===== src/hw/rtl/plsh_pkg.sv =====
// Shared widths, constants, register codes and cell payload types for point light shading.
`timescale 1ns / 1ps

package plsh_pkg;

  // fixed point
  localparam int FRAC_BITS = 16;

  // register map
  localparam int ADDR_W = 5;
  localparam int DATA_W = 32;
  localparam int IDX_W  = 3;
  localparam logic [IDX_W-1:0] REG_LIGHT_X = 3'd0;
  localparam logic [IDX_W-1:0] REG_LIGHT_Y = 3'd1;
  localparam logic [IDX_W-1:0] REG_LIGHT_Z = 3'd2;
  localparam logic [IDX_W-1:0] REG_COLOR_R = 3'd3;
  localparam logic [IDX_W-1:0] REG_COLOR_G = 3'd4;
  localparam logic [IDX_W-1:0] REG_COLOR_B = 3'd5;
  localparam logic [IDX_W-1:0] REG_POWER   = 3'd6;

  // operand widths
  localparam int POS_W  = 32;
  localparam int DIFF_W = POS_W + 1;          // hit - light, and its magnitude
  localparam int SQ_W   = 2 * POS_W + 1;      // one squared axis
  localparam int D_W    = 2 * DIFF_W;         // sum of three squares
  localparam int COL_W  = 17;
  localparam int PWR_W  = 32;
  localparam int CP_W   = COL_W + PWR_W;      // color * power

  localparam logic [COL_W-1:0] COLOR_ONE = 17'h10000;
  localparam logic [PWR_W-1:0] POWER_ONE = 32'd1 << FRAC_BITS;

  // 4*pi in Q16
  localparam int FOUR_PI_W = 20;
  localparam logic [FOUR_PI_W-1:0] FOUR_PI_Q = 20'd823550;
  localparam int PP_W  = DIFF_W + FOUR_PI_W;  // partial product of 4pi * half of D
  localparam int DEN_W = 86;                  // 4pi * D, D <= 3 * 2^64

  // intensity divider
  localparam int NUM_SH  = 2 * FRAC_BITS + 1;
  localparam int NUM_W   = CP_W + NUM_SH;
  localparam int T_W     = ((NUM_W > DEN_W) ? NUM_W : DEN_W) + 1;
  localparam int RECV_W  = 31;
  localparam int RV_E_W  = DEN_W + 1;
  localparam int RV_X_W  = RV_E_W + 1;
  localparam int RV_R0_W = T_W - RECV_W;
  localparam logic [RECV_W-1:0] SAT31 = 31'h7FFF_FFFF;

  // square root
  localparam int ROOT_W    = 34;
  localparam int SQ_REM_W  = ROOT_W + 2;
  localparam int SQ_X_W    = SQ_REM_W + 2;
  localparam int SQ_BITS_W = 2 * ROOT_W;
  localparam int R_W       = ROOT_W + 1;      // rounded root

  // direction divider
  localparam int DIR_Q_W = 17;
  localparam int DIR_E_W = R_W + 1;
  localparam int DV_X_W  = DIR_E_W + 1;
  localparam int DIR_W   = 18;
  localparam logic signed [DIR_W-1:0] DIR_ONE = 18'sd65536;

  // alignment of the parallel paths
  localparam int CTL_DLY = ROOT_W + 2 + DIR_Q_W;
  localparam int DLY_D   = CTL_DLY - 4 - RECV_W;
  localparam int A_DLY   = ROOT_W + 3;

  typedef struct packed {
    logic [SQ_REM_W-1:0]  rem;
    logic [ROOT_W-1:0]    root;
    logic [SQ_BITS_W-1:0] bits;
  } sq_t;

  typedef struct packed {
    logic [DIR_E_W-1:0] rem;
    logic [DIR_E_W-1:0] den;
    logic [DIR_Q_W-1:0] low;
    logic [DIR_Q_W-1:0] quo;
  } dv_t;

  typedef struct packed {
    logic [RV_E_W-1:0] rem;
    logic [RV_E_W-1:0] den;
    logic [RECV_W-1:0] low;
    logic [RECV_W-1:0] quo;
  } rv_t;

  typedef struct packed {
    logic       valid;
    logic [2:0] neg;
    logic       zero;
  } ctl_t;

endpackage


===== src/hw/rtl/plsh_sqrt_cell.sv =====
// One digit of the restoring square root: two radicand bits in, one root bit out.
`timescale 1ns / 1ps

module plsh_sqrt_cell (
  input  logic           clk,
  input  logic           en,
  input  plsh_pkg::sq_t  d_i,
  output plsh_pkg::sq_t  d_o
);

  logic [plsh_pkg::SQ_X_W-1:0] x;
  logic [plsh_pkg::SQ_X_W-1:0] trial;
  logic                        ge;
  plsh_pkg::sq_t               d_nxt;
  plsh_pkg::sq_t               d_r;

  always_comb begin
    x          = {d_i.rem, d_i.bits[plsh_pkg::SQ_BITS_W-1 -: 2]};
    trial      = plsh_pkg::SQ_X_W'({d_i.root, 2'b01});
    ge         = (x >= trial);
    d_nxt.rem  = ge ? plsh_pkg::SQ_REM_W'(x - trial) : plsh_pkg::SQ_REM_W'(x);
    d_nxt.root = {d_i.root[plsh_pkg::ROOT_W-2:0], ge};
    d_nxt.bits = {d_i.bits[plsh_pkg::SQ_BITS_W-3:0], 2'b00};
  end

  always_ff @(posedge clk) begin
    if (en) begin
      d_r <= d_nxt;
    end
  end

  assign d_o = d_r;

endmodule


===== config.mk =====
export PLATFORM = sky130hd
export DESIGN_NAME = plsh_sqrt_cell
export DESIGN_NICKNAME = d
export VERILOG_FILES = /design/src/hw/rtl/plsh_pkg.sv /design/src/hw/rtl/plsh_sqrt_cell.sv
export SDC_FILE = /design/constraint.sdc
export NUM_CORES = 1
export LEC_CHECK = 0
export BUFFER_PORTS_ARGS = -buffer_cell sky130_fd_sc_hd__buf_2
export CAP_MARGIN = 20
export CORE_MARGIN = 1
export CORE_UTILIZATION = 47
export CTS_CLUSTER_SIZE = 16
export DETAILED_ROUTE_END_ITERATION = 16
export PLACE_DENSITY = 0.78
export SLEW_MARGIN = 25
export SYNTH_ARGS = -nofsm -noshare
export SYNTH_HDL_FRONTEND = slang
export SYNTH_SLANG_ARGS = --single-unit

===== constraint.sdc =====
create_clock -name clk -period 3.47 [get_ports clk]
set_input_delay 0.5205 -clock clk [delete_from_list [all_inputs] [get_ports clk]]
set_output_delay 0.5205 -clock clk [all_outputs]
set_load 0.01 [all_outputs]

==> impl_metrics.yaml <==
outcome:
  status: "completed"
power_and_ir_drop:
  total_power_mw: 4.92
  p_leak_nw: 3.97
  powerDensity_mw_per_mm2: 548
  vdd_drop_max_mv: 0.323
floorplanning:
  die_w_um: 121
  row_count: 43
  ioPinCount: 278
  core_mm2: 0.0139
  die_h_um: 121
  dieArea_mm2: 0.0147
  initial_utilization_pct: 48.3
finish:
  largest_register_ffs: 136
  final_cell_count_no_fill: 1028
  drive_gt1_share_pct: 40.7
  stdcell_area_mm2: 0.00898
  final_nets: 1009
  synthToLayoutAreaGrowth_pct: 34.0
routing:
  drcViolationCount: 0
  drt-total-wl_um: 17900
  antenna_left: 0
  vias: 5372
  drt-vias-per-instance: 5.23
  drtIter0Drc: 316
  drt-pass1-iter-count: 4
  wl_per_cell_um: 17.4
critical_path:
  cp_cell_sequence: "buf_2, inv_1, ha_1, a21o_1, or3_1, o21a_1, a31o_1, a31oi_1, a21oi_1, or4_1, a32o_1"
  crit_arrival_ns: 3.10
  critPathMaxStageDelay_ns: 0.48
  crit_required_ns: 3.64
  cp_slowest_cell: "or4_1"
  cp_num_cells: 11
  cp-start-kind: "input pin"
  path_class: "input pin to register"
  cp_max_fo: 4
  setup.worst_path.start: "d_i[70]"
  path_buf_inv: 2
  crit_family: "compound AO/OA/AOI/OAI gates"
  crit_end: "d_o[137]"
  worstSetupEndpointType: "register"
logic_synthesis:
  synth_edf_count: 136
  ys_seq_area_share_pct: 61.0
  netlist_area_mm2: 0.00670
  synthTopCellsByCount: "edfxtp_1, nand2_1, inv_1, a21oi_1, ha_1"
  syn_area_per_cell_um2: 12.4
  post-synth-top-count-cell: "edfxtp_1"
  synth_top_area_share_pct: 61.0
  ys_async_sr_fraction_pct: 0
  yosysWarningCount: 0
  ys_seq_elements: 136
  synth_top_cells_by_area: "edfxtp_1, ha_1, nand2_1, o21ai_2, a21oi_1"
  synthCells: 539
  yosysTopAreaCell: "edfxtp_1"
  synth_cell_types: 56
  synth_top_flop_cell: "edfxtp_1"
min_path:
  min_path_type: "input pin to register"
timing:
  rsz0062_at_grt: "no"
  slew-limit-headroom_pct: 61.2
  fin_crit_sh_pct: 84.4
  setup_ws_ns: 0.542
  timing.setup.tns_ns: 0
  finalHoldViolations: 0
  period_needed_ns: 2.93
  max_freq_mhz: 342
  finalMaxSlewViolations: 0
  tightest_slew_ns: 0.568
  finalSetupViolCount: 0
grt:
  antenna_found_initial: 3
  grt_usage_pct: 24.6
  grt_first_pass_wirelength_um: 26700
  grt_max_degree: 59
  first_global_vias: 5228
  grt_remaining_overflow: 0
cts:
  clk_pin_slew_worst_paths_ns: 0.06
  cts_resized: 0
  post_cts_buffers: 0
  cts_buffers: 17
  cts_buffer_depth: 2
  cts_root_buf: "clkbuf_16"
  clock-sinks: 136
  cts_tree: "yes"
  htree_levels: 4
  cts-hold-fix-buffers: 0
placed_design:
  io_buffer_count: 275
  dpl-instance-area_mm2: 0.00834
  dp_hpwl_um: 14000
  dp.cells: 994
  gp_congestion: 0.897
  place_ws_ns: 0.150
flow_run:
  drv_cap: 0
==> layout by cell type (no fill, tap or decap), types with 6 or more instances in the layout <==
cell	count
nor2b_1	8
o21ai_2	22
clkbuf_16	17
nand4_1	6
edfxtp_1	136
nand2_1	57
ha_1	36
nor2_1	23
o21ai_0	22
xor2_1	13
xnor2_1	17
buf_4	12
buf_2	274
a21o_1	14
a31oi_1	7
a21oi_1	38
o21ai_1	7
nor3_1	6
inv_1	44
nand3_1	9
==> report_power, final <==
part	total [mW]	internal [mW]	switching [mW]
Clock	1.95	1.27	0.680
Sequential	2.05	2.01	0.0424
Combinational	0.911	0.386	0.524
Total	4.92	3.67	1.25
==> area by class of cell <==
class / instances / area [µm²]
fillers: 1108 / 4900
clock buffers: 20 / 437
clock inverters: 12 / 196
flip-flops and latches: 136 / 4080
repair buffers: 290 / 1530
multi-input cells: 344 / 2330
diodes: 2 / 5.00
inverters: 44 / 165
well taps: 180 / 225
==> per-stage QoR <==
stage / util [%] / hold slack [ns]
4_1_cts: 64.6 / 0.259
6_report: 64.7 / 0.275
3_3_place_gp: 60.1 / 0.696
3_5_place_dp: 60.1 / 0.699
5_1_grt: 64.6 / 0.268
2_1_floorplan: - / 0.619
==> cells by family after synthesis <==
logic type                 share of synthesized area (%)
other                                             0.0560
xor gates and xnor gates                            3.92
and+or+nand+nor                                     8.48
DFF                                                 61.0
muxes                                              0.635
buffers and inverters                               4.28
AOI/OAI and AO/OA                                   15.0
adders and majority gates                           6.72
==> metal layers <==
layer | vias up | track usage [%] | wire length (µm)
li1 | 2595 | - | -
met1 | 2516 | 27.8 | 6860
met2 | 229 | 41.8 | 8880
met3 | 30 | 8.08 | 1680
met4 | 2 | 11.2 | 479
met5 | - | 0 | 13
==> how the worst min path moves through the flow <==
stage	start	end	slack (ns)	depth (start not counted)
2_1_floorplan	d_i[99]	d_o[100]	0.62	0
4_1_cts	d_i[47]	d_o[49]	0.26	1
3_5_place_dp	d_i[17]	d_o[19]	0.70	1
5_1_grt	d_i[6]	d_o[8]	0.27	1
3_3_place_gp	d_i[44]	d_o[46]	0.70	1
6_report	d_i[44]	d_o[46]	0.27	1
No activity file was read; power rests on OpenSTA's default activity.
