## src/hw/rtl/plsh_pkg.sv

```systemverilog
// Shared widths, constants, register codes and cell payload types for point light shading.
`timescale 1ns / 1ps

package plsh_pkg;

  // fixed point
  localparam int FRAC_BITS = 16;

  // register map
  localparam int ADDR_W = 5;
  localparam int DATA_W = 32;
  localparam int IDX_W  = 3;
  localparam logic [IDX_W-1:0] REG_LIGHT_X = 3'd0;
  localparam logic [IDX_W-1:0] REG_LIGHT_Y = 3'd1;
  localparam logic [IDX_W-1:0] REG_LIGHT_Z = 3'd2;
  localparam logic [IDX_W-1:0] REG_COLOR_R = 3'd3;
  localparam logic [IDX_W-1:0] REG_COLOR_G = 3'd4;
  localparam logic [IDX_W-1:0] REG_COLOR_B = 3'd5;
  localparam logic [IDX_W-1:0] REG_POWER   = 3'd6;

  // operand widths
  localparam int POS_W  = 32;
  localparam int DIFF_W = POS_W + 1;          // hit - light, and its magnitude
  localparam int SQ_W   = 2 * POS_W + 1;      // one squared axis
  localparam int D_W    = 2 * DIFF_W;         // sum of three squares
  localparam int COL_W  = 17;
  localparam int PWR_W  = 32;
  localparam int CP_W   = COL_W + PWR_W;      // color * power

  localparam logic [COL_W-1:0] COLOR_ONE = 17'h10000;
  localparam logic [PWR_W-1:0] POWER_ONE = 32'd1 << FRAC_BITS;

  // 4*pi in Q16
  localparam int FOUR_PI_W = 20;
  localparam logic [FOUR_PI_W-1:0] FOUR_PI_Q = 20'd823550;
  localparam int PP_W  = DIFF_W + FOUR_PI_W;  // partial product of 4pi * half of D
  localparam int DEN_W = 86;                  // 4pi * D, D <= 3 * 2^64

  // intensity divider
  localparam int NUM_SH  = 2 * FRAC_BITS + 1;
  localparam int NUM_W   = CP_W + NUM_SH;
  localparam int T_W     = ((NUM_W > DEN_W) ? NUM_W : DEN_W) + 1;
  localparam int RECV_W  = 31;
  localparam int RV_E_W  = DEN_W + 1;
  localparam int RV_X_W  = RV_E_W + 1;
  localparam int RV_R0_W = T_W - RECV_W;
  localparam logic [RECV_W-1:0] SAT31 = 31'h7FFF_FFFF;

  // square root
  localparam int ROOT_W    = 34;
  localparam int SQ_REM_W  = ROOT_W + 2;
  localparam int SQ_X_W    = SQ_REM_W + 2;
  localparam int SQ_BITS_W = 2 * ROOT_W;
  localparam int R_W       = ROOT_W + 1;      // rounded root

  // direction divider
  localparam int DIR_Q_W = 17;
  localparam int DIR_E_W = R_W + 1;
  localparam int DV_X_W  = DIR_E_W + 1;
  localparam int DIR_W   = 18;
  localparam logic signed [DIR_W-1:0] DIR_ONE = 18'sd65536;

  // alignment of the parallel paths
  localparam int CTL_DLY = ROOT_W + 2 + DIR_Q_W;
  localparam int DLY_D   = CTL_DLY - 4 - RECV_W;
  localparam int A_DLY   = ROOT_W + 3;

  typedef struct packed {
    logic [SQ_REM_W-1:0]  rem;
    logic [ROOT_W-1:0]    root;
    logic [SQ_BITS_W-1:0] bits;
  } sq_t;

  typedef struct packed {
    logic [DIR_E_W-1:0] rem;
    logic [DIR_E_W-1:0] den;
    logic [DIR_Q_W-1:0] low;
    logic [DIR_Q_W-1:0] quo;
  } dv_t;

  typedef struct packed {
    logic [RV_E_W-1:0] rem;
    logic [RV_E_W-1:0] den;
    logic [RECV_W-1:0] low;
    logic [RECV_W-1:0] quo;
  } rv_t;

  typedef struct packed {
    logic       valid;
    logic [2:0] neg;
    logic       zero;
  } ctl_t;

endpackage

```

## src/hw/rtl/plsh_recv_cell.sv

```systemverilog
// One quotient bit of the received intensity divider (shift-in restoring division).
`timescale 1ns / 1ps

module plsh_recv_cell (
  input  logic           clk,
  input  logic           en,
  input  plsh_pkg::rv_t  d_i,
  output plsh_pkg::rv_t  d_o
);

  logic [plsh_pkg::RV_X_W-1:0] x;
  logic [plsh_pkg::RV_X_W-1:0] den_x;
  logic                        ge;
  plsh_pkg::rv_t               d_nxt;
  plsh_pkg::rv_t               d_r;

  // a zero divisor forces all-ones, which is how saturation rides the chain
  always_comb begin
    x         = {d_i.rem, d_i.low[plsh_pkg::RECV_W-1]};
    den_x     = plsh_pkg::RV_X_W'(d_i.den);
    ge        = (x >= den_x);
    d_nxt.rem = ge ? plsh_pkg::RV_E_W'(x - den_x) : plsh_pkg::RV_E_W'(x);
    d_nxt.den = d_i.den;
    d_nxt.low = {d_i.low[plsh_pkg::RECV_W-2:0], 1'b0};
    d_nxt.quo = {d_i.quo[plsh_pkg::RECV_W-2:0], ge};
  end

  always_ff @(posedge clk) begin
    if (en) begin
      d_r <= d_nxt;
    end
  end

  assign d_o = d_r;

endmodule

```

## config.mk

```make
export PLATFORM = sky130hd
export DESIGN_NAME = plsh_recv_cell
export DESIGN_NICKNAME = d
export VERILOG_FILES = /design/src/hw/rtl/plsh_pkg.sv /design/src/hw/rtl/plsh_recv_cell.sv
export SDC_FILE = /design/constraint.sdc
export NUM_CORES = 1
export LEC_CHECK = 0
export BUFFER_PORTS_ARGS = -buffer_cell sky130_fd_sc_hd__buf_4
export CAP_MARGIN = 20
export CORE_MARGIN = 10
export CORE_UTILIZATION = 51
export DETAILED_ROUTE_END_ITERATION = 7
export GPL_TIMING_DRIVEN = 0
export PLACE_DENSITY_LB_ADDON = 0.12
export RECOVER_POWER = 100
export SLEW_MARGIN = 0
export SYNTH_ARGS = -nofsm -noshare
export SYNTH_HDL_FRONTEND = slang
export SYNTH_SLANG_ARGS = --single-unit
```

## constraint.sdc

```tcl
create_clock -name clk -period 3.3 [get_ports clk]
set_input_delay 0.165 -clock clk [delete_from_list [all_inputs] [get_ports clk]]
set_output_delay 0.165 -clock clk [all_outputs]
set_load 0.05 [all_outputs]
```

==> impl_metrics.ini, run 1 <==
[floorplanning]
die_y_um = 184.9
die_x_um = 184.9
core_area_mm2 = 0.02688
pin_count = 474
die_area_mm2 = 0.03417
initial_utilization = 0.5157
placementRows = 60

[synth]
synth_ff_type = edfxtp_1
netlist_instances = 1346
syn-num-nets = 1672
netlist.area_leader.share = 0.5092
postSynthRegisterBits = 235
netlist_top_cells_area = edfxtp_1 51%, ha_1 7.9%, a21oi_1 6.1%, nor2_1 3.4%, a21o_1 3.2%
synth_seq_area_share = 0.5092
yosysWarnings = 0
syn_area_mm2 = 0.01386
syn_area_per_cell_um2 = 10.30
synth_cell_type_count = 71
synth_edf_count = 235
yosysMostFrequentCell = edfxtp_1
ys_async_sr_fraction = 0
synth_top_area_cell = edfxtp_1
synth_commonest_cells = 235 x edfxtp_1, 169 x a21oi_1, 124 x nor2_1

[timing]
tightest_slew_ns = 2.982
finalSetupTns_ns = -0.003881
period_needed_ns = 3.304
finalWorstSetupSlack_ns = -0.003881
whs_ns = 0.01497
relSlewSlack = -0.9878
fin_crit_sh = 1.001
slew_violations = 113
clock.fmax_ghz = 0.3027
hold_violations = 0
setup_violations = 1

[clocking]
cts_max_level = 1
cts_sinks = 235
cts_root_buffer = clkbuf_16
cts_buffers = 26
path_clk_slew_ns = 0.06
cts_buffer_depth = 3
cts_tree = built

[worst_setup_path]
crit_buf_inv = 3
critPathCaptureType = flop
cp_cell_sequence = buf_4 -> inv_1 -> ha_1 -> clkbuf_1 -> a21o_1 -> a21o_1 -> a2111oi_0 -> a211oi_1 -> o31ai_1 -> a21oi_1 -> a21oi_2 -> o21a_1 -> o21ai_0 -> xnor2_1 -> o21ai_1
required_ns = 3.56
critical_path_depth = 15
crit_type = in -> reg
path_common_cell = a21o_1
critPathCapture = d_o[234]
slowest_delay_ns = 0.44
setup.worst_path.start_class = input port
path_max_fanout = 7
cp.arrival_ns = 3.56
critPathLaunch = d_i[100]
crit_path_top_delay_cell = a2111oi_0
crit_family = compound AO/OA/AOI/OAI gates

[worst_hold_path]
hp-class = in -> reg

[layout]
drive_gt1_frac = 0.1465
fill_cells = 2104
syn_to_final_growth_pct = 45.03
largest_register_ffs = 235
multi_input_area_mm2 = 0.006256
final_cells = 2438
seq_area_mm2 = 0.007057
final_util = 0.7479
nNetsFinal = 2395

[global_route]
overflow = 0
track_usage = 0.3198
antenna_found_initial = 7
grt_max_degree = 124
grt_pass1_wl_um = 84510
grt_pass1_vias = 14110

[detailed_routing]
routed-via-count = 13920
final_antenna_net_count = 0
routedWlPerCell_um = 23.51
totalWireLength_um = 57310
via_per_inst = 5.710
drt_iter0_drc = 1494
first_pass_iters = 6
drc = 0

[placed_design]
place_congestion = 0.9285
dp.cells = 2159
place_hpwl_um = 39950
port_buffers = 471

[outcome]
violations = max-capacitance violations, max-slew violations, negative setup slack
outcome = finished, violations left

[power]
power.density_mw_per_mm2 = 513.0
p_leak_nw = 8.318
power_mw = 10.31
irDropWorstVdd_mv = 0.4462

[flow_run]
maxCapViolations = 1
[per-layer routing]
layer  wire [µm]  track usage  vias up
li1            -            -     6402
met1       20810       0.3639     6619
met2       28370       0.5558      767
met3        5711      0.08346      133
met4        2423       0.1365        0
met5           0            0        -
[cells by family after synthesis]
| group | count (synthesis) | synth area share |
|---|---|---|
| AOI/OAI and AO/OA | 419 | 0.1895 |
| xor gates and xnor gates | 78 | 0.04929 |
| adders and majority gates | 88 | 0.07999 |
| buffers and inverters | 161 | 0.04992 |
| DFF | 235 | 0.5092 |
| muxes | 3 | 0.002528 |
| other | 1 | 0.0002706 |
| and+or+nand+nor | 361 | 0.1193 |
[how the worst min path moves through the flow]
stage / from / endpoint / slack (ns) / cells after the start
finish: d_i[174] / d_o[175] / 0.01 / 3
global route: d_i[234] / d_o[235] / 0.02 / 3
CTS: d_i[189] / d_o[190] / 0.001 / 3
detailed placement: d_i[50] / d_o[51] / 0.34 / 1
global placement: d_i[45] / d_o[46] / 0.34 / 1
floorplan: d_i[100] / d_o[100] / 0.26 / 0
[report_power, final]
part	switching (mW)	internal (mW)	total (mW)	leakage, nW
logic	2.55	1.06	3.61	5.61
registers	0.105	3.70	3.81	2.30
clock network	1.25	1.64	2.90	0.408
[what timing repair did]
| item | in CTS | in global routing |
|---|---|---|
| endpoints found under the setup margin | 80 | 87 |
| setup buffers | 1 | 5 |
| gates resized for setup | 7 | 30 |
| hold endpoints to repair | 223 | 0 |
| hold buffers | 223 | 0 |
| pin swaps | 1 | 6 |
| gates cloned | 0 | 1 |
[per-stage QoR]
step / area [µm²] / worst slack [ns]
after global placement: 17820 / -0.7511
after detailed placement: 17860 / -0.8012
after floorplan: 13860 / 0.2645
after CTS: 20950 / 0.005778
after global routing: 20100 / -0.01256
final: 20100 / -0.003881
[cell usage in the layout (no fill, tap or decap), types with 12 or more instances in the layout]
cell	n
a21oi_1	165
xor2_1	35
edfxtp_1	235
and3_1	12
clkbuf_16	28
inv_1	104
ha_1	85
dlygate4sd3_1	223
nor2_1	123
clkbuf_1	301
xnor2_1	43
a21o_1	59
o21bai_1	19
o21ai_0	63
nand4_1	25
nor2b_1	12
nand2_1	105
o21a_1	14
buf_4	107
nor3_1	17
nand3_1	19
clkbuf_4	92
buf_2	13
[cell type report]
class / count / area share
Buffer: 49 / 0.01469
Inverter: 105 / 0.01986
Timing Repair Buffer: 702 / 0.2396
Antenna cell: 8 / 0.0009960
Clock buffer: 29 / 0.03399
Multi-Input combinational cell: 950 / 0.3112
Clock inverter: 19 / 0.007345
Tap cell: 341 / 0.02123
Sequential cell: 235 / 0.3511
Note: power is estimated with default switching activity, not from simulation.
==> run 2, diff against run 1 <==
--- a/config.mk
+++ b/config.mk
@@ -9,10 +9,12 @@
 export CAP_MARGIN = 20
 export CORE_MARGIN = 10
 export CORE_UTILIZATION = 51
+export CTS_CLUSTER_SIZE = 40
 export DETAILED_ROUTE_END_ITERATION = 7
 export GPL_TIMING_DRIVEN = 0
 export PLACE_DENSITY_LB_ADDON = 0.12
 export RECOVER_POWER = 100
+export SETUP_SLACK_MARGIN = 0.15
 export SLEW_MARGIN = 0
 export SYNTH_ARGS = -nofsm -noshare
 export SYNTH_HDL_FRONTEND = slang
==> run 2 against run 1 <==
  * The flow finishes with violations (max-capacitance violations, max-slew violations)
  * Global-route usage increased by 0.14 points
  * Critical path depth stayed put
  * Sequential power about the same
  * Worst setup slack improved by 0.091 ns
  * Largest cell class unchanged
  * Largest power group unchanged
  * Highest routed layer unchanged
==> impl_metrics.ini, run 2 (synthesis gave the netlist of run 1 again) <==
[outcome]
outcome = finished, violations left
violations = max-capacitance violations, max-slew violations

[timing]
relSlewSlack = -0.9777
hold_violations = 0
period_needed_ns = 3.213
finalWorstSetupSlack_ns = 0.08702
slew_violations = 113
tightest_slew_ns = 2.967
fin_crit_sh = 0.9736
clock.fmax_ghz = 0.3112
setup_violations = 0
whs_ns = 0.01687
rsz0062_at_grt = yes

[power]
p_leak_nw = 8.379
power.density_mw_per_mm2 = 510.0
power_mw = 10.42
irDropWorstVdd_mv = 0.4482

[layout]
final_common_cell = clkbuf_1
nNetsFinal = 2412
layout_common_cells = 313 x clkbuf_1, 235 x edfxtp_1, 228 x dlygate4sd3_1, 140 x a21oi_1
final_util = 0.7605
final_cells = 2454
drive_gt1_frac = 0.1695
largest_register_ffs = 235
syn_to_final_growth_pct = 47.47

[placed_design]
place_ws_ns = -0.8012
place_hpwl_um = 39950
dp.cells = 2159
port_buffers = 471
place_congestion = 0.9285

[global_route]
grt_pass1_wl_um = 84590
track_usage = 0.3212
grt_max_degree = 124
overflow = 0
grt_pass1_vias = 14260
antenna_found_initial = 7

[worst_setup_path]
path_common_cell = a21o_1
path_max_fanout = 7
crit_type = in -> reg
crit_path_top_delay_cell = a2111oi_0
required_ns = 3.58
slowest_delay_ns = 0.44
cp.arrival_ns = 3.49
setup.worst_path.start_class = input port
critPathCaptureType = flop
cp_cell_sequence = clkbuf_4 -> inv_1 -> ha_1 -> clkbuf_1 -> a21o_1 -> a21o_1 -> a2111oi_0 -> a211oi_1 -> a311oi_1 -> a21oi_2 -> a21oi_4 -> o21a_1 -> o21ai_0 -> xnor2_1 -> o21ai_2

[detailed_routing]
routed-via-count = 14200
totalWireLength_um = 58790
routedWlPerCell_um = 23.96
via_per_inst = 5.786
drc = 0
drt_iter0_drc = 1478
final_antenna_net_count = 0
first_pass_iters = 6

[floorplanning]
placementRows = 60
die_x_um = 184.9
die_area_mm2 = 0.03417
core_area_mm2 = 0.02688
pin_count = 474
die_y_um = 184.9
initial_utilization = 0.5157

[worst_hold_path]
min_from = d_i[174]
hp-class = in -> reg
worst_hold_path.endpoint = d_o[175]
holdPathStages = 3

[clocking]
cts_sinks = 235
cts_max_level = 1
cts_buffers = 26
path_clk_slew_ns = 0.06
cts_root_buffer = clkbuf_16
cts_tree = built
cts_buffer_depth = 3

[flow_run]
maxCapViolations = 1
## run 2: metrics by stage
step / setup TNS [ns] / instance area (µm²)
floorplan: 0 / 13860
global placement: -55.71 / 17820
detailed placement: -57.20 / 17860
CTS: 0 / 21050
global route: 0 / 20440
finish: 0 / 20440
## run 2: cell type report
| type | count | area (µm²) |
|---|---|---|
| flip-flops and latches | 235 | 7057 |
| multi-input cells | 950 | 6490 |
| fillers | 2053 | 6437 |
| repair buffers | 711 | 4881 |
| clock buffers | 29 | 683.2 |
| well taps | 341 | 426.7 |
| inverters | 105 | 399.1 |
| plain buffers | 56 | 330.3 |
| clock inverters | 19 | 147.6 |
| diodes | 7 | 17.52 |
| repair inverters | 1 | 6.256 |
## run 2: worst max-delay path by stage
stage                  start       end  slack, ns  depth (start not counted)
finish              d_i[100]  d_o[234]       0.09                         15
detailed placement   d_i[61]  d_o[234]      -0.80                         16
global placement     d_i[87]  d_o[233]      -0.75                         17
floorplan            d_i[64]  d_o[233]       0.26                         15
CTS                  d_i[97]  d_o[234]       0.14                         18
global route        d_i[135]  d_o[233]      0.005                         13
## run 2: critical path, delay by kind of cell
kind / cells / cell delay [ns]
compound gates: 10 / 2.41
buf+inv: 3 / 0.36
fa+ha+maj: 1 / 0.30
xor+xnor: 1 / 0.25
## run 2: timing repair
item                                    CTS  global route
endpoints found under the setup margin   85            85
setup buffers                             4             6
resized for setup                        19           120
gates cloned                              0             2
pin swaps                                 5            13
endpoints found under the hold margin   223             5
hold buffers                            223             5
## run 2: metal layers
metal,global-route usage,share of wire
met5,0,0
met4,0.1518,0.049
met3,0.08875,0.10
met2,0.5609,0.50
met1,0.3546,0.35
## run 2: power by group
group	internal (mW)	leakage [nW]	switching, mW
sequential	3.70	2.30	0.101
combinational	1.10	5.67	2.62
clock	1.64	0.408	1.26
