--- src/hw/rtl/plsh_pkg.sv ---
// Shared widths, constants, register codes and cell payload types for point light shading.
`timescale 1ns / 1ps

package plsh_pkg;

  // fixed point
  localparam int FRAC_BITS = 16;

  // register map
  localparam int ADDR_W = 5;
  localparam int DATA_W = 32;
  localparam int IDX_W  = 3;
  localparam logic [IDX_W-1:0] REG_LIGHT_X = 3'd0;
  localparam logic [IDX_W-1:0] REG_LIGHT_Y = 3'd1;
  localparam logic [IDX_W-1:0] REG_LIGHT_Z = 3'd2;
  localparam logic [IDX_W-1:0] REG_COLOR_R = 3'd3;
  localparam logic [IDX_W-1:0] REG_COLOR_G = 3'd4;
  localparam logic [IDX_W-1:0] REG_COLOR_B = 3'd5;
  localparam logic [IDX_W-1:0] REG_POWER   = 3'd6;

  // operand widths
  localparam int POS_W  = 32;
  localparam int DIFF_W = POS_W + 1;          // hit - light, and its magnitude
  localparam int SQ_W   = 2 * POS_W + 1;      // one squared axis
  localparam int D_W    = 2 * DIFF_W;         // sum of three squares
  localparam int COL_W  = 17;
  localparam int PWR_W  = 32;
  localparam int CP_W   = COL_W + PWR_W;      // color * power

  localparam logic [COL_W-1:0] COLOR_ONE = 17'h10000;
  localparam logic [PWR_W-1:0] POWER_ONE = 32'd1 << FRAC_BITS;

  // 4*pi in Q16
  localparam int FOUR_PI_W = 20;
  localparam logic [FOUR_PI_W-1:0] FOUR_PI_Q = 20'd823550;
  localparam int PP_W  = DIFF_W + FOUR_PI_W;  // partial product of 4pi * half of D
  localparam int DEN_W = 86;                  // 4pi * D, D <= 3 * 2^64

  // intensity divider
  localparam int NUM_SH  = 2 * FRAC_BITS + 1;
  localparam int NUM_W   = CP_W + NUM_SH;
  localparam int T_W     = ((NUM_W > DEN_W) ? NUM_W : DEN_W) + 1;
  localparam int RECV_W  = 31;
  localparam int RV_E_W  = DEN_W + 1;
  localparam int RV_X_W  = RV_E_W + 1;
  localparam int RV_R0_W = T_W - RECV_W;
  localparam logic [RECV_W-1:0] SAT31 = 31'h7FFF_FFFF;

  // square root
  localparam int ROOT_W    = 34;
  localparam int SQ_REM_W  = ROOT_W + 2;
  localparam int SQ_X_W    = SQ_REM_W + 2;
  localparam int SQ_BITS_W = 2 * ROOT_W;
  localparam int R_W       = ROOT_W + 1;      // rounded root

  // direction divider
  localparam int DIR_Q_W = 17;
  localparam int DIR_E_W = R_W + 1;
  localparam int DV_X_W  = DIR_E_W + 1;
  localparam int DIR_W   = 18;
  localparam logic signed [DIR_W-1:0] DIR_ONE = 18'sd65536;

  // alignment of the parallel paths
  localparam int CTL_DLY = ROOT_W + 2 + DIR_Q_W;
  localparam int DLY_D   = CTL_DLY - 4 - RECV_W;
  localparam int A_DLY   = ROOT_W + 3;

  typedef struct packed {
    logic [SQ_REM_W-1:0]  rem;
    logic [ROOT_W-1:0]    root;
    logic [SQ_BITS_W-1:0] bits;
  } sq_t;

  typedef struct packed {
    logic [DIR_E_W-1:0] rem;
    logic [DIR_E_W-1:0] den;
    logic [DIR_Q_W-1:0] low;
    logic [DIR_Q_W-1:0] quo;
  } dv_t;

  typedef struct packed {
    logic [RV_E_W-1:0] rem;
    logic [RV_E_W-1:0] den;
    logic [RECV_W-1:0] low;
    logic [RECV_W-1:0] quo;
  } rv_t;

  typedef struct packed {
    logic       valid;
    logic [2:0] neg;
    logic       zero;
  } ctl_t;

endpackage

--- src/hw/rtl/plsh_dir_cell.sv ---
// One quotient bit of the direction divider (shift-in restoring division).
`timescale 1ns / 1ps

module plsh_dir_cell (
  input  logic           clk,
  input  logic           en,
  input  plsh_pkg::dv_t  d_i,
  output plsh_pkg::dv_t  d_o
);

  logic [plsh_pkg::DV_X_W-1:0] x;
  logic [plsh_pkg::DV_X_W-1:0] den_x;
  logic                        ge;
  plsh_pkg::dv_t               d_nxt;
  plsh_pkg::dv_t               d_r;

  always_comb begin
    x         = {d_i.rem, d_i.low[plsh_pkg::DIR_Q_W-1]};
    den_x     = plsh_pkg::DV_X_W'(d_i.den);
    ge        = (x >= den_x);
    d_nxt.rem = ge ? plsh_pkg::DIR_E_W'(x - den_x) : plsh_pkg::DIR_E_W'(x);
    d_nxt.den = d_i.den;
    d_nxt.low = {d_i.low[plsh_pkg::DIR_Q_W-2:0], 1'b0};
    d_nxt.quo = {d_i.quo[plsh_pkg::DIR_Q_W-2:0], ge};
  end

  always_ff @(posedge clk) begin
    if (en) begin
      d_r <= d_nxt;
    end
  end

  assign d_o = d_r;

endmodule

--- config.mk ---
export PLATFORM = sky130hd
export DESIGN_NAME = plsh_dir_cell
export DESIGN_NICKNAME = d
export VERILOG_FILES = /design/src/hw/rtl/plsh_pkg.sv /design/src/hw/rtl/plsh_dir_cell.sv
export SDC_FILE = /design/constraint.sdc
export NUM_CORES = 1
export LEC_CHECK = 0
export BUFFER_PORTS_ARGS = -buffer_cell sky130_fd_sc_hd__buf_2
export CORE_MARGIN = 1.5
export CORE_UTILIZATION = 40
export CTS_CLUSTER_DIAMETER = 120
export DETAILED_ROUTE_END_ITERATION = 6
export GPL_ROUTABILITY_DRIVEN = 0
export PLACE_DENSITY = 0.66
export SYNTH_ARGS = -nofsm -noshare
export SYNTH_HDL_FRONTEND = slang
export SYNTH_SLANG_ARGS = --single-unit
export TNS_END_PERCENT = 100
--- constraint.sdc ---
create_clock -name clk -period 7.4 [get_ports clk]
set_input_delay 0.74 -clock clk [delete_from_list [all_inputs] [get_ports clk]]
set_output_delay 0.74 -clock clk [all_outputs]
set_load 0.05 [all_outputs]
==> flow_summary.toml, run 1 <==
[logic_synthesis]
yosysSeqAreaShare_pct = 53.19
ys_warn_count = 0
syn-num-nets = 644
yosys.area.top_type = "edfxtp_1"
synth.avg_cell_area_um2 = 11.88
synth_ff_type = "edfxtp_1"
syn_inst = 499
synth_edf_count = 105
ys_seq_elements = 105
synthTopCellsByArea = "edfxtp_1 53%, ha_1 7.6%, mux2_4 5.3%"
syn_area_um2 = 5928
synth_top_cell_area_share_pct = 53.19
synthArstFlopShare_pct = 0
ys_types = 59

[grt]
grt_pass1_wl_mm = 23.31
grt_max_degree = 73
grt_overflow = 0
antenna_found_initial = 2
grt_use_total_pct = 18.99
grt_pass1_vias = 4687

[routing]
antenna_left = 0
num_vias = 4643
drtIter0Drc = 205
drc = 0
dr.pass1.iters = 4
vias_per_cell = 5.182
drt-total-wl_mm = 14.63
routedWlPerCell_um = 16.33

[floorplanning]
fp.dieW_um = 124.7
io_pins = 214
core_um2 = 14480
die_y_um = 124.7
rows = 44
die_area_um2 = 15560
initial_core_util_pct = 40.94

[place]
dp_hpwl_mm = 11.36
place_ws_ns = 3.083
io_buffers = 211
dpl-instance-area_um2 = 7126

[sta]
period_minus_slack_ns = 3.877
slew_viol_final = 0
setup_tns_ns = 0
fin_ws_ns = 3.523
maxSlewHeadroom_pct = 41.46
finalHoldViolCount = 0
worstMarginPinSlew_ns = 0.8781
setup_viol = 0
fmax_mhz = 257.9
finalCritPeriodShare_pct = 52.39
whs_ns = 0.5568
rsz0062_at_grt = "no"

[critical_path]
critPathSlowestCell = "o31a_1"
critical_path.cell_chain = "buf_2 > inv_1 > ha_1 > nand4_1 > a311oi_1 > or3_1 > o211a_4 > o31a_1 > nor2_8 > inv_4 > mux2_1"
cp_data_arrival_time_ns = 3.98
crit_path_end_kind = "flip-flop"
critPathLaunchType = "input port"
cp_max_fo = 31
worst-path-buf-inv = 3
crit_type = "input port to flip-flop"
cp_top_family = "compound AO/OA/AOI/OAI gates"
cp_slowest_stage_delay_ns = 0.53
cp.required_ns = 7.50

[layout]
largest_reg_flops = 105
area_growth_pct = 25.05
layout-drive-gt1-share_pct = 36.85
layout.nets = 851
final_area_um2 = 7413

[clock_network]
cts_setup_buffers = 0
numCtsBuffers = 9
clock_path_buffers = 2
htreeDepth = 3
root_buffer = "clkbuf_16"
clock_sinks = 105
path_clk_slew_ns = 0.08
post_cts_resized = 0
cts_tree = "done"
ctsHoldBuffers = 0

[pwr]
ir_drop_uv = 103.8
powerDensity_nw_per_um2 = 243.7
p_leak_nw = 3.354

[job]
cap_violations = 0

[min_path]
holdCritPathClass = "input port to flip-flop"

[outcome]
status = "completed"
## power breakdown
| part | internal [mW] | switching (mW) | total [mW] |
|---|---|---|---|
| logic | 0.188 | 0.405 | 0.594 |
| registers | 0.732 | 0.0145 | 0.747 |
| clock network | 0.236 | 0.231 | 0.467 |
| total | 1.16 | 0.651 | 1.81 |
## placed cells by master, fill, tap and decap left out, types with 5 or more instances in the layout
cell       netlist  layout
edfxtp_1       105     105
o21ai_0         20      20
buf_2            1     210
inv_1           47      47
ha_1            36      36
mux2_4          21      21
nand4_1          8       8
o21bai_1         7       7
xnor2_1         24      24
a21oi_1         42      42
clkbuf_16        0       9
nor2_1          21      21
or3_1            7       7
nor2b_1          6       6
a21o_1          15      15
nand2_1         22      22
nand3_1         13      13
nor3_1          13      13
o211ai_1         5       5
o21a_1           7       7
## final timing paths
check | startpoint | endpoint | slack (ns) | depth (start not counted)
worst min-delay path | d_i[9] | d_o[10] | 0.56 | 1
worst max-delay path | d_i[46] | d_o[73] | 3.52 | 11
## final cells by class
type                       instances  area [um2]
timing repair buffer             213        1074
fill                            1318        7066
antenna                            1       2.502
clock buffer                       9       225.2
tap                              184       230.2
multi-input combinational        329        2486
sequential                       105        3153
inverter                          48       182.7
clock inverter                     7       60.06
## cells by family after synthesis
kind of cell | count (synthesis) | share of synthesized area (%)
fa+ha+maj | 37 | 7.936
compound gates | 135 | 15.05
flops | 105 | 53.19
mux | 24 | 5.867
xor+xnor | 28 | 4.137
simple gates | 104 | 8.886
other cells | 1 | 0.06326
buf+inv | 65 | 4.876
## routing by layer
metal | global-route usage [%] | wire, um | up-vias
met3 | 5.284 | 1136 | 20
met4 | 7.302 | 214 | 2
met1 | 24.32 | 6486 | 2157
met5 | 0 | 13 | -
li1 | - | - | 2275
met2 | 30.61 | 6783 | 189
## synthesized netlist by cell type (2+ instances only)
master / count
edfxtp_1: 105
inv_1: 47
a21oi_1: 42
ha_1: 36
xnor2_1: 24
nand2_1: 22
mux2_4: 21
nor2_1: 21
o21ai_0: 20
a21o_1: 15
nand3_1: 13
nor3_1: 13
clkbuf_1: 10
nand4_1: 8
o21a_1: 7
o21bai_1: 7
or3_1: 7
nor2b_1: 6
buf_6: 5
o211ai_1: 5
a31oi_1: 4
and3_1: 4
o31ai_1: 4
xor2_1: 4
a311oi_1: 3
a41oi_1: 3
and2_1: 3
o21ai_1: 3
or2_2: 3
a211oi_1: 2
a21oi_2: 2
a22o_1: 2
a31o_2: 2
## metrics by stage
stage | instances | power [mW] | util [%]
floorplan | 499 | 1.211 | -
global placement | 879 | 1.346 | 49.21
detailed placement | 879 | 1.355 | 49.21
CTS | 895 | 1.826 | 51.18
global route | 895 | 1.891 | 51.18
finish | 896 | 1.807 | 51.20
(Power assumes the default switching activity.)
==> inputs of run 2 (changes only) <==
Clock period 7.4 ns to 4 ns, I/O delays scaled along.
==> flow_summary.toml, run 2 (synthesized netlist as in run 1, its figures left out) <==
[grt]
grt_max_degree = 41
antenna_found_initial = 2
grt_use_total_pct = 18.65
grt_overflow = 0
grt_pass1_vias = 4636
grt_pass1_wl_mm = 22.98

[clock_network]
ctsHoldBuffers = 0
post_cts_resized = 0
clock_sinks = 105
cts_tree = "done"
htreeDepth = 3
numCtsBuffers = 9
path_clk_slew_ns = 0.07
cts_setup_buffers = 0
clock_path_buffers = 2
root_buffer = "clkbuf_16"

[layout]
largest_reg_flops = 105
area_growth_pct = 25.45
fin_util_pct = 51.37
layout-drive-gt1-share_pct = 37.11
final_cell_mix = "210 x buf_2, 105 x edfxtp_1, 47 x inv_1"
layout.nets = 854
layout_commonest_cell = "buf_2"

[routing]
routedWlPerCell_um = 16.27
antenna_left = 0
drc = 0
vias_per_cell = 5.205
drtIter0Drc = 261
drt-total-wl_mm = 14.63
num_vias = 4679
dr.pass1.iters = 4

[pwr]
p_leak_nw = 3.372
p_seq_share_pct = 41.2
powerDensity_nw_per_um2 = 450.3
clockPowerShare_pct = 25.9
power_switching_mw = 1.206
p_int_mw = 2.143
combPwrFrac_pct = 32.8
ir_drop_uv = 199.1
switching_share_pct = 36.01

[critical_path]
cp_data_arrival_time_ns = 3.20
crit_path_end_kind = "flip-flop"
critPathLaunchType = "input port"
startpoint = "d_i[38]"
cp.required_ns = 4.11
cp_max_fo = 31
crit_type = "input port to flip-flop"

[sta]
maxSlewHeadroom_pct = 52.69
setup_tns_ns = 0
slew_viol_final = 0
setup_viol = 0
whs_ns = 0.2157
fmax_mhz = 323.9
rsz0062_at_grt = "no"
finalCritPeriodShare_pct = 77.17
worstMarginPinSlew_ns = 0.7036
period_minus_slack_ns = 3.087
finalHoldViolCount = 0

[min_path]
holdCritPathClass = "input port to flip-flop"
hold_start = "d_i[7]"

[place]
dp_hpwl_mm = 11.43
io_buffers = 211

[floorplanning]
rows = 44
die_area_um2 = 15560
fp.dieW_um = 124.7
io_pins = 214
core_um2 = 14480
initial_core_util_pct = 40.94
die_y_um = 124.7

[job]
cap_violations = 0

[outcome]
status = "completed"
-- run 2: cell types whose count changed in the layout (fill, tap and decap cells not counted) --
cell | before | now
clkinv_1 | 1 | 0
inv_6 | 3 | 2
buf_4 | 3 | 6
clkinvlp_4 | 1 | 0
clkbuf_1 | 0 | 1
clkinv_4 | 0 | 2
-- run 2: stage by stage --
| step | power [mW] | instance area (um2) | std cells | worst slack [ns] |
|---|---|---|---|---|
| after detailed placement | 2.508 | 7148 | 882 | 0.4935 |
| after global routing | 3.494 | 7435 | 898 | 0.6652 |
| after floorplan | 2.240 | 5928 | 499 | 0.8874 |
| after global placement | 2.494 | 7148 | 882 | 0.5164 |
| after CTS | 3.380 | 7435 | 898 | 0.8757 |
| final | 3.349 | 7437 | 899 | 0.9131 |
-- run 2: path summary, 6_finish.rpt --
path / slack [ns] / depth (start not counted) / endpoint
max: 0.91 / 12 / d_o[73]
min: 0.22 / 1 / d_o[8]
-- run 2: area by class of cell --
cell class              count  area (um2)
inverters                  48       182.7
flip-flops and latches    105        3153
clock inverters             6       57.56
fillers                  1308        7042
clock buffers              10       229.0
multi-input cells         329        2486
diodes                      1       2.502
well taps                 184       230.2
repair buffers            216        1096
-- run 2: layer usage --
layer / global-route usage [%] / up-vias / share of wire (%)
met5: 0 / - / 0.075
met4: 6.829 / 2 / 1.7
met3: 5.412 / 19 / 8.5
met2: 30.45 / 185 / 46
met1: 23.57 / 2188 / 44
li1: - / 2285 / -
-- run 2: power groups by stage --
stage / clock [mW] / sequential [mW] / combinational (mW)
detailed placement: 0 / 1.41 / 1.10
finish: 0.868 / 1.38 / 1.10
CTS: 0.893 / 1.38 / 1.10
global placement: 0 / 1.40 / 1.09
floorplan: 0 / 1.82 / 0.416
global route: 0.930 / 1.39 / 1.17
-- run 2: critical path, cell delays in order --
cell and delay, ns:
buf_2 0.09, inv_1 0.04, ha_1 0.37, nand3_1 0.13
o21bai_1 0.19, a311oi_1 0.42, or3_1 0.23, o211a_4 0.20
o31a_1 0.25, nor2_8 0.08, inv_4 0.42, mux2_1 0.37
==> inputs of run 3 (changes only) <==
Settings changed: PLACE_DENSITY 0.66 to 0.68.
Clock period 4 ns to 2.8 ns, I/O delays scaled along.
==> flow_summary.toml, run 3 (synthesized netlist as in run 1, its figures left out) <==
[clock_network]
numCtsBuffers = 9
cts_tree = "done"
cts_setup_buffers = 0
path_clk_slew_ns = 0.08
htreeDepth = 3
clock_sinks = 105
ctsHoldBuffers = 0
root_buffer = "clkbuf_16"
clock_path_buffers = 2

[grt]
grt_pass1_vias = 5115
grt_max_degree = 81
antenna_found_initial = 1
grt_overflow = 0
grt_use_total_pct = 19.77
grt_pass1_wl_mm = 24.63

[critical_path]
crit_path_end_kind = "flip-flop"
worst-path-buf-inv = 3
cp_data_arrival_time_ns = 2.79
critPathSlowestCell = "o31a_1"
critPathLaunchType = "input port"
cp_max_fo = 26
critical_path.cell_chain = "buf_2 > inv_1 > ha_1 > a21oi_1 > o21ai_0 > or2_2 > o211a_4 > o31a_1 > nor2_8 > inv_8 > mux2_1"
critPathCapture = "d_o[73]"
cp_top_family = "compound AO/OA/AOI/OAI gates"
cp.required_ns = 2.91
cp_slowest_stage_delay_ns = 0.37
crit_type = "input port to flip-flop"
path_depth = 11
startpoint = "d_i[54]"

[sta]
setup_viol = 0
fmax_mhz = 372.8
worstMarginPinSlew_ns = 0.5041
maxSlewHeadroom_pct = 66.25
slew_viol_final = 0
setup_tns_ns = 0
whs_ns = 0.09684
period_minus_slack_ns = 2.682
finalCritPeriodShare_pct = 95.79
finalHoldViolCount = 0
fin_ws_ns = 0.1178

[routing]
wl_met2_mm = 7.487
vias_per_cell = 5.081
drt-total-wl_mm = 15.52
dr.pass1.iters = 5
wl_met1_mm = 6.537
wl_met3_mm = 1.257
drc = 0
num_vias = 5040
antenna_left = 0
routedWlPerCell_um = 15.64
routed.top_layer = "met4"
drtIter0Drc = 246

[floorplanning]
io_pins = 214
core_um2 = 14480
die_area_um2 = 15560
rows = 44
die_y_um = 124.7
fp.dieW_um = 124.7
initial_core_util_pct = 40.94

[layout]
layout-drive-gt1-share_pct = 47.46
multi_input_area_um2 = 2658
largest_reg_flops = 105
layout.nets = 947
final_cell_mix = "210 x buf_2, 105 x edfxtp_1, 98 x buf_4"
final-seq-area_um2 = 3153
area_growth_pct = 40.61
nFillCells = 1278
layout_commonest_cell = "buf_2"

[place]
place_ws_ns = -0.6050
io_buffers = 211
dp_hpwl_mm = 12.19

[min_path]
hold_depth = 1
holdCritPathClass = "input port to flip-flop"

[pwr]
p_leak_nw = 3.832
ir_drop_uv = 284.8
total_power_mw = 5.004
powerDensity_nw_per_um2 = 600.4

[job]
cap_violations = 0

[outcome]
status = "completed"
[run 3: per-stage QoR]
| stage | util, % | area (um2) | cells |
|---|---|---|---|
| detailed placement | 55.24 | 7998 | 975 |
| global route | 57.55 | 8333 | 991 |
| global placement | 55.24 | 7998 | 975 |
| CTS | 57.34 | 8302 | 991 |
| finish | 57.57 | 8335 | 992 |
| floorplan | - | 6082 | 499 |
[run 3: per-layer routing]
layer  vias up  global-route usage, %
met5         -                      0
met4         0                  7.776
met3        20                  3.952
met2       207                  33.39
met1      2343                  24.91
li1       2470                      -
[run 3: final cells by class]
| cell class | instances | area share, % |
|---|---|---|
| antenna | 1 | 0.03002 |
| clock buffer | 9 | 2.702 |
| clock inverter | 7 | 0.8106 |
| inverter | 48 | 2.312 |
| multi-input combinational | 329 | 31.88 |
| sequential | 105 | 37.83 |
| tap | 184 | 2.762 |
| timing repair buffer | 309 | 21.68 |
[run 3: worst min path at each step]
stage          startpoint       to  slack [ns]
3_5_place_dp      d_i[11]  d_o[12]        0.46
3_3_place_gp       d_i[6]   d_o[7]        0.46
4_1_cts           d_i[11]  d_o[12]        0.08
2_1_floorplan      d_i[9]  d_o[10]        0.38
6_report          d_i[14]  d_o[15]         0.1
5_1_grt           d_i[11]  d_o[12]        0.08
[run 3: report_power, final]
group / internal, mW / total [mW] / switching (mW)
clock network: 0.631 / 1.25 / 0.619
registers: 1.93 / 1.97 / 0.0388
logic: 0.649 / 1.78 / 1.13
[run 3: what timing repair did]
action                     CTS  global route
pin swaps                    0             1
gates resized for setup      3             7
setup endpoints to repair    6            29
